File: config.mk
export PLATFORM = sky130hd
export DESIGN_NAME = mbgs_div
export DESIGN_NICKNAME = d
export VERILOG_FILES = /design/src/rtl/mbgs_pkg.sv /design/src/rtl/mbgs_div.sv
export SDC_FILE = /design/constraint.sdc
export NUM_CORES = 1
export LEC_CHECK = 0
export ABC_CLOCK_PERIOD_IN_PS = 6500
export BUFFER_PORTS_ARGS = -buffer_cell sky130_fd_sc_hd__buf_2
export CAP_MARGIN = 20
export CELL_PAD_IN_SITES_DETAIL_PLACEMENT = 1
export CELL_PAD_IN_SITES_GLOBAL_PLACEMENT = 2
export CORE_ASPECT_RATIO = 2
export CORE_MARGIN = 3
export CORE_UTILIZATION = 25
export CTS_BUF_LIST = sky130_fd_sc_hd__clkbuf_16
export CTS_CLUSTER_DIAMETER = 150
export CTS_CLUSTER_SIZE = 14
export DETAILED_ROUTE_END_ITERATION = 8
export GPL_TIMING_DRIVEN = 1
export PLACE_DENSITY = 0.68
export SLEW_MARGIN = 20
export SYNTH_ARGS = -nofsm -noshare
export SYNTH_HDL_FRONTEND = slang
export SYNTH_SLANG_ARGS = --single-unit
File: constraint.sdc
create_clock -name clk -period 6.5 [get_ports clk]
set_input_delay 0.975 -clock clk [delete_from_list [all_inputs] [get_ports clk]]
set_output_delay 0.975 -clock clk [all_outputs]
set_load 0.01 [all_outputs]
File: src/rtl/mbgs_pkg.sv
// shared constants, register indexes and types of the masked bilinear grid sampler
`default_nettype none

package mbgs_pkg;

	localparam int DEF_GRID_SIDE  = 20;
	localparam int DEF_COORD_FRAC = 8;

	localparam int DATA_W      = 24;
	localparam int INDEX_W     = 9;
	localparam int CFG_IDX_W   = 2;
	localparam int WEIGHT_FRAC = 16;
	localparam int WEIGHT_W    = WEIGHT_FRAC + 1;
	localparam int WEIGHT_ONE  = 1 << WEIGHT_FRAC;
	localparam int SUM_W       = DATA_W + WEIGHT_W + 1;
	localparam int DIV_W       = DATA_W;
	localparam int DIV_CNT_W   = $clog2(DIV_W + 1);

	localparam logic [CFG_IDX_W-1:0] REG_MIN_X  = 2'd0;
	localparam logic [CFG_IDX_W-1:0] REG_MIN_Y  = 2'd1;
	localparam logic [CFG_IDX_W-1:0] REG_SIZE_X = 2'd2;
	localparam logic [CFG_IDX_W-1:0] REG_SIZE_Y = 2'd3;

	localparam logic [DATA_W-1:0] RST_MIN  = 24'hFA33A0;
	localparam logic [DATA_W-1:0] RST_SIZE = 24'h0B98C0;

	localparam logic CMD_WRITE  = 1'b0;
	localparam logic CMD_SAMPLE = 1'b1;

	typedef struct packed {
		logic                     valid;
		logic signed [DATA_W-1:0] height;
	} cell_t;

	typedef struct packed {
		logic                 start;
		logic [DIV_CNT_W-1:0] count;
		logic [DIV_W-1:0]     rem_init;
		logic [DIV_W-1:0]     low;
		logic [DIV_W-1:0]     divisor;
	} div_req_t;

	typedef struct packed {
		logic             done;
		logic [DIV_W-1:0] quot;
	} div_rsp_t;

endpackage

`default_nettype wire

File: src/rtl/mbgs_div.sv
// shared restoring divider, one quotient bit per cycle
`default_nettype none

module mbgs_div import mbgs_pkg::*; (
	input  wire logic     clk,
	input  wire logic     arst_n,
	input  wire div_req_t req,
	output div_rsp_t      rsp
);

	logic                 busy_q;
	logic                 done_q;
	logic [DIV_CNT_W-1:0] cnt_q;
	logic [DIV_W-1:0]     rem_q;
	logic [DIV_W-1:0]     low_q;
	logic [DIV_W-1:0]     quot_q;
	logic [DIV_W-1:0]     div_q;

	logic [DIV_W:0]   trial;
	logic             fits;
	logic [DIV_W-1:0] rem_nx;

	always_comb begin
		trial  = {rem_q, low_q[DIV_W-1]};
		fits   = trial >= {1'b0, div_q};
		rem_nx = fits ? DIV_W'(trial - {1'b0, div_q}) : trial[DIV_W-1:0];
	end

	always_ff @(posedge clk or negedge arst_n) begin
		if (!arst_n) begin
			busy_q <= 1'b0;
			done_q <= 1'b0;
			cnt_q  <= '0;
		end else begin
			done_q <= busy_q && !req.start && (cnt_q == DIV_CNT_W'(1));
			if (req.start) begin
				busy_q <= 1'b1;
				cnt_q  <= req.count;
			end else if (busy_q) begin
				cnt_q <= cnt_q - DIV_CNT_W'(1);
				if (cnt_q == DIV_CNT_W'(1)) begin
					busy_q <= 1'b0;
				end
			end
		end
	end

	always_ff @(posedge clk) begin
		if (req.start) begin
			rem_q  <= req.rem_init;
			low_q  <= req.low;
			div_q  <= req.divisor;
			quot_q <= '0;
		end else if (busy_q) begin
			rem_q  <= rem_nx;
			low_q  <= low_q << 1;
			quot_q <= {quot_q[DIV_W-2:0], fits};
		end
	end

	assign rsp.done = done_q;
	assign rsp.quot = quot_q;

endmodule

`default_nettype wire

# After elaboration in Yosys (flattened, before gate mapping)
# Index checks and enable logic that the tools add are counted.
[word_totals] regBits=103 input_bits=80 out_inout_bits=25 word_cells=25
[op_classes] addsub=2 order_cmp=1 n_eq_ne=1 muxes=10 n_reduce_logical=4
[ops] operator="24-bit 2-to-1 mux" n=5
[ops] operator="25-bit by 24-bit >= comparator with 1-bit output" n=1
[ops] operator="24-bit subtractor" n=1
[ops] operator="5-bit 2-to-1 mux" n=2
[ops] operator="5-bit by 1-bit equality test with 1-bit output (second input constant)" n=1
[ops] operator="5-bit by 1-bit subtractor with 5-bit output (second input constant)" n=1
[ops] operator="1-bit 2-to-1 mux" n=3
[ops] operator="1-bit logical AND" n=2
[ops] operator="2-bit nonzero test" n=1
[ops] operator="1-bit logical NOT" n=1

# Depth between registers and ports, before layout
[depth] ltp_word=4 mapped_depth=12 depth_no_buf=12

# Least setup slack after synthesis
# No wires, ideal clock.
[synth_timing] kind="register to register" start="reg low_q[23]" end="reg rem_q[14], data pin" setup_ps=260 arrival_ps=2517 required_ps=6240 slack_ps=3723 path_stages_with_launch=13 n_path_buf=0 synth_period_minus_slack_ps=2777 cell_sequence="edfxtp_1 inv_1 ha_1 inv_1 fa_1 a211oi_1 o21ai_0 o21ai_0 o21ai_0 a31oi_1 xor2_1 o21ai_0 mux2_2"
[synth_via] elab_chain_len=4 elab_cells_between_ends=5 classes_between="add/sub: 1; order compare: 1; mux: 3"
[synth_lines] element="start, declared" line_no="mbgs_div.sv:15" rtl="logic [DIV_W-1:0] low_q;"
[synth_lines] element="start signal, assigned" line_no="mbgs_div.sv:51" rtl="low_q <= req.low;"
[synth_lines] element="start signal, assigned" line_no="mbgs_div.sv:56" rtl="low_q <= low_q << 1;"
[synth_lines] element="24-bit subtractor or 25-bit by 24-bit >= comparator with 1-bit output (tied branches)" line_no="mbgs_div.sv:26, mbgs_div.sv:25"
[synth_lines] element="24-bit 2-to-1 mux (*)" line_no="mbgs_div.sv:26" rtl="rem_nx = fits ? DIV_W'(trial - {1'b0, div_q}) : trial[DIV_W-1:0];"
[synth_lines] element="24-bit 2-to-1 mux (*)" line_no="mbgs_div.sv:54" rtl="end else if (busy_q) begin"
[synth_lines] element="24-bit 2-to-1 mux (*)" line_no="mbgs_div.sv:49" rtl="if (req.start) begin"
[synth_lines] element="end signal, assigned" line_no="mbgs_div.sv:50" rtl="rem_q <= req.rem_init;"
[synth_lines] element="end signal, assigned" line_no="mbgs_div.sv:55" rtl="rem_q <= rem_nx;"
[synth_lines] element="end, declared" line_no="mbgs_div.sv:14" rtl="logic [DIV_W-1:0] rem_q;"
# Every way passes the cells marked *; elsewhere a longest branch is shown, timed or not. The select of a mux whose other input is x is not followed.
# A chain may end at the register's enable or synchronous reset.

# Worst setup path after layout
[layout_timing] start="reg rem_q[0]" end="reg rem_q[21], data pin"
[layout_via] elab_chain_len=4 elab_cells_between_ends=5 classes_between="add/sub: 1; order compare: 1; mux: 3"
[layout_lines] element="24-bit subtractor or 25-bit by 24-bit >= comparator with 1-bit output (tied branches)" line_no="mbgs_div.sv:26, mbgs_div.sv:25"
[layout_lines] element="24-bit 2-to-1 mux (*)" line_no="mbgs_div.sv:26"
[layout_lines] element="24-bit 2-to-1 mux (*)" line_no="mbgs_div.sv:54"
[layout_lines] element="24-bit 2-to-1 mux (*)" line_no="mbgs_div.sv:49"
# Marked as above.

==> results.txt <==
initial drt markers: 80
final worst path period need: 3.38 ns
GPL Wtd Cong: 0.743
clock slew at reported path FFs: 0.07 ns
Seq cells post-synth: 103
Slowest cell on crit path: a21oi_4
post-synthesis adder-cell area fraction: 6.29%
count of different cell masters after synthesis: 54
IO Count: 105
global route overflow: 0
sequential-to-total area share from yosys stat: 51.3%
Period Utilization, post-route: 52.0%
number of remaining DRC errors: 0
clock tree buffer depth: 2
CP Buf/Inv Count: 1
dominant cell type by area after synthesis: edfxtp_1
status: complete, no violations
Crit path arrival time: 3.49 ns
Post-synth EDFFs: 72
Crit path largest cell delay: 0.63 ns
core area: 0.0216 mm²
Peak supply drop: 163 µV
Vias/cell: 4.61
count of mapped cells out of synthesis: 505
XOR/XNOR Fraction of Synth Area: 3.51%
Cell Chain, Critical Path: ha_1 > nor2b_1 > o31a_1 > o31ai_2 > a31oi_1 > a21oi_4 > buf_16 > nor2_2 > a221o_1
Die Span X: 111 µm
critical path class: reg2reg
layout cell share with drive strength beyond 1: 26.5%
FP Rows: 76
CP top delay family: compound AO/OA/AOI/OAI gates
Layout Nets: 709
Synth top area share: 39.4%
share of synthesized registers carrying an async set or reset: 6.80%
main flop type after synthesis: edfxtp_1
PD cells: 400 mW/mm²
buffers added on ports: 104
post-CTS repair timing setup buffer count: 0
Worst Tran Pin Value: 0.867 ns
Max-Cap Viols: 0
final setup TNS: 0 ns
TritonCTS sink count: 103
Ys Warns: 0
ranking of synthesized cells by area: edfxtp_1, dfxtp_1, mux2_2
WL/cell: 16.2 µm
Fmax achieved: 0.296 GHz
Critical Path Start Type: register
drt first pass iters: 4
CTS resizes: 0
Compound-Gate Fraction of Synth Area: 13.3%
FILL cells: 2460
Synth top cells by count: edfxtp_1, nor2_1, inv_1, a21oi_1
final WL: 14300 µm
Clk Latency, worst-skew pair: 0.36 ns
first-pass GRT wire length: 22800 µm
vias in the first global route: 4396
Worst Hold Class: in2async
DP Wirelength: 10900 µm
CTS root buffer: clkbuf_16
Die ar.: 0.0239 mm²
initial antenna violation count: 0
Vias: 4056
CTS Buf Count: 9
DRT antenna net count: 0
average size of a mapped cell: 10.9 µm²
largest family of logic cells by synthesized area: compound AO/OA/AOI/OAI gates
CTS tree: built
largest net degree at the start of global routing: 82
Synth Net Count: 612
RSZ-0062 raised after global routing: false
area growth from synthesis to layout: 21.0%
Initial Util: 25.4%
ant diodes: 0
H-Tree Depth: 3
GRT Total Usage: 12.1%
Max-slew headroom: 42.2%
crit end category: register
Syn Std Cell Area: 0.00549 mm²
top-count cell post-synth: edfxtp_1
Final Slew Violations: 0
CTS Hold Bufs: 0
Die Height: 216 µm
Req. time, crit path: 6.61 ns
area share of and/or/nand/nor cells after synthesis: 10.1%
crit-path max FO: 23
Leak: 0.00296 µW
mux contribution to synthesized area: 10.7%
setup violators final: 0
Clock Skew: 0.00541 ns
Total Power: 2650 µW
Final Hold Fails: 0
-- flip-flops by register name (all words and copies together) (netlist names) --
name    flops
div_q      24
low_q      24
quot_q     24
rem_q      24
cnt_q       5
busy_q      1
done_q      1
-- worst reg2reg max path: cells and delay by family (launching register included) --
kind | cells | cell delay (ns)
and+or+nand+nor | 2 | 0.22
DFF | 1 | 0.45
buffers and inverters | 1 | 0.23
AOI/OAI and AO/OA | 5 | 1.89
adders and majority gates | 1 | 0.33
-- cell usage in the layout, fill, tap and decap left out, drive strengths merged, types with 3 or more instances in the layout --
cell / count
xor2: 8
inv: 45
edfxtp: 72
dfrtp: 7
o21a: 3
o21ai: 33
mux2: 30
nor2b: 5
a211oi: 12
xnor2: 14
a31oi: 4
ha: 26
clkbuf: 11
a221o: 5
dfxtp: 24
mux2i: 25
nor3: 9
nor2: 46
nand3: 9
and3b: 4
a21boi: 7
and3: 3
buf: 108
a21oi: 34
nand2: 31
a21o: 3
-- routing by layer --
layer | GRT usage (%) | vias up | wire length [µm]
met3 | 3.25 | 17 | 564
met5 | 0 | - | 0
met2 | 24.0 | 67 | 8380
met4 | 5.18 | 0 | 364
met1 | 11.4 | 1962 | 4980
li1 | - | 2010 | -
-- final cells by class --
type / count / area [µm²] / area share, %
Sequential cell: 103 / 2820 / 42.4
Clock inverter: 5 / 58.8 / 0.886
Inverter: 42 / 158 / 2.37
Tap cell: 273 / 342 / 5.15
Timing Repair Buffer: 108 / 573 / 8.63
Clock buffer: 11 / 275 / 4.15
Multi-Input combinational cell: 338 / 2410 / 36.4
-- stage by stage --
step           setup slack [ns]  util (%)  hold slack, ns  std cells  area [µm²]
6_report                   3.12      30.8           0.434        880        6640
5_1_grt                    2.88      30.8           0.419        880        6640
4_1_cts                    2.87      30.6           0.420        879        6610
3_5_place_dp               2.92      29.1           0.493        863        6280
3_3_place_gp               3.01      29.1           0.483        863        6280
2_1_floorplan              3.72         -           0.516        505        5490
-- power breakdown --
group	switching (µW)	leakage, µW	internal [µW]
Sequential	74.2	0.00102	860
Combinational	635	0.00177	482
Clock	255	0.000168	348
Total	964	0.00296	1690
-- logic make-up (layout without fill, tap and decap cells) --
logic type      count (synthesis)  count (layout)
simple gates                  119             119
compound gates                115             115
flops                         103             103
buf+inv                        64             166
mux                            55              55
fa+ha+maj                      27              27
xor+xnor                       22              22
-- final timing paths --
| check | slack [ns] | to | startpoint | cells after the start |
|---|---|---|---|---|
| min in group clk | 0.51 | quot_q[23] | quot_q[23] | 2 |
| max | 3.12 | rem_q[21] | rem_q[0] | 9 |
| max reg2reg | 3.12 | rem_q[21] | rem_q[0] | 9 |
| min | 0.43 | done_q | arst_n | 1 |
| max in group asynchronous | 5.91 | busy_q | arst_n | 1 |
| min reg2reg | 0.51 | quot_q[23] | quot_q[23] | 2 |
Note: power is estimated with default switching activity, not from simulation.
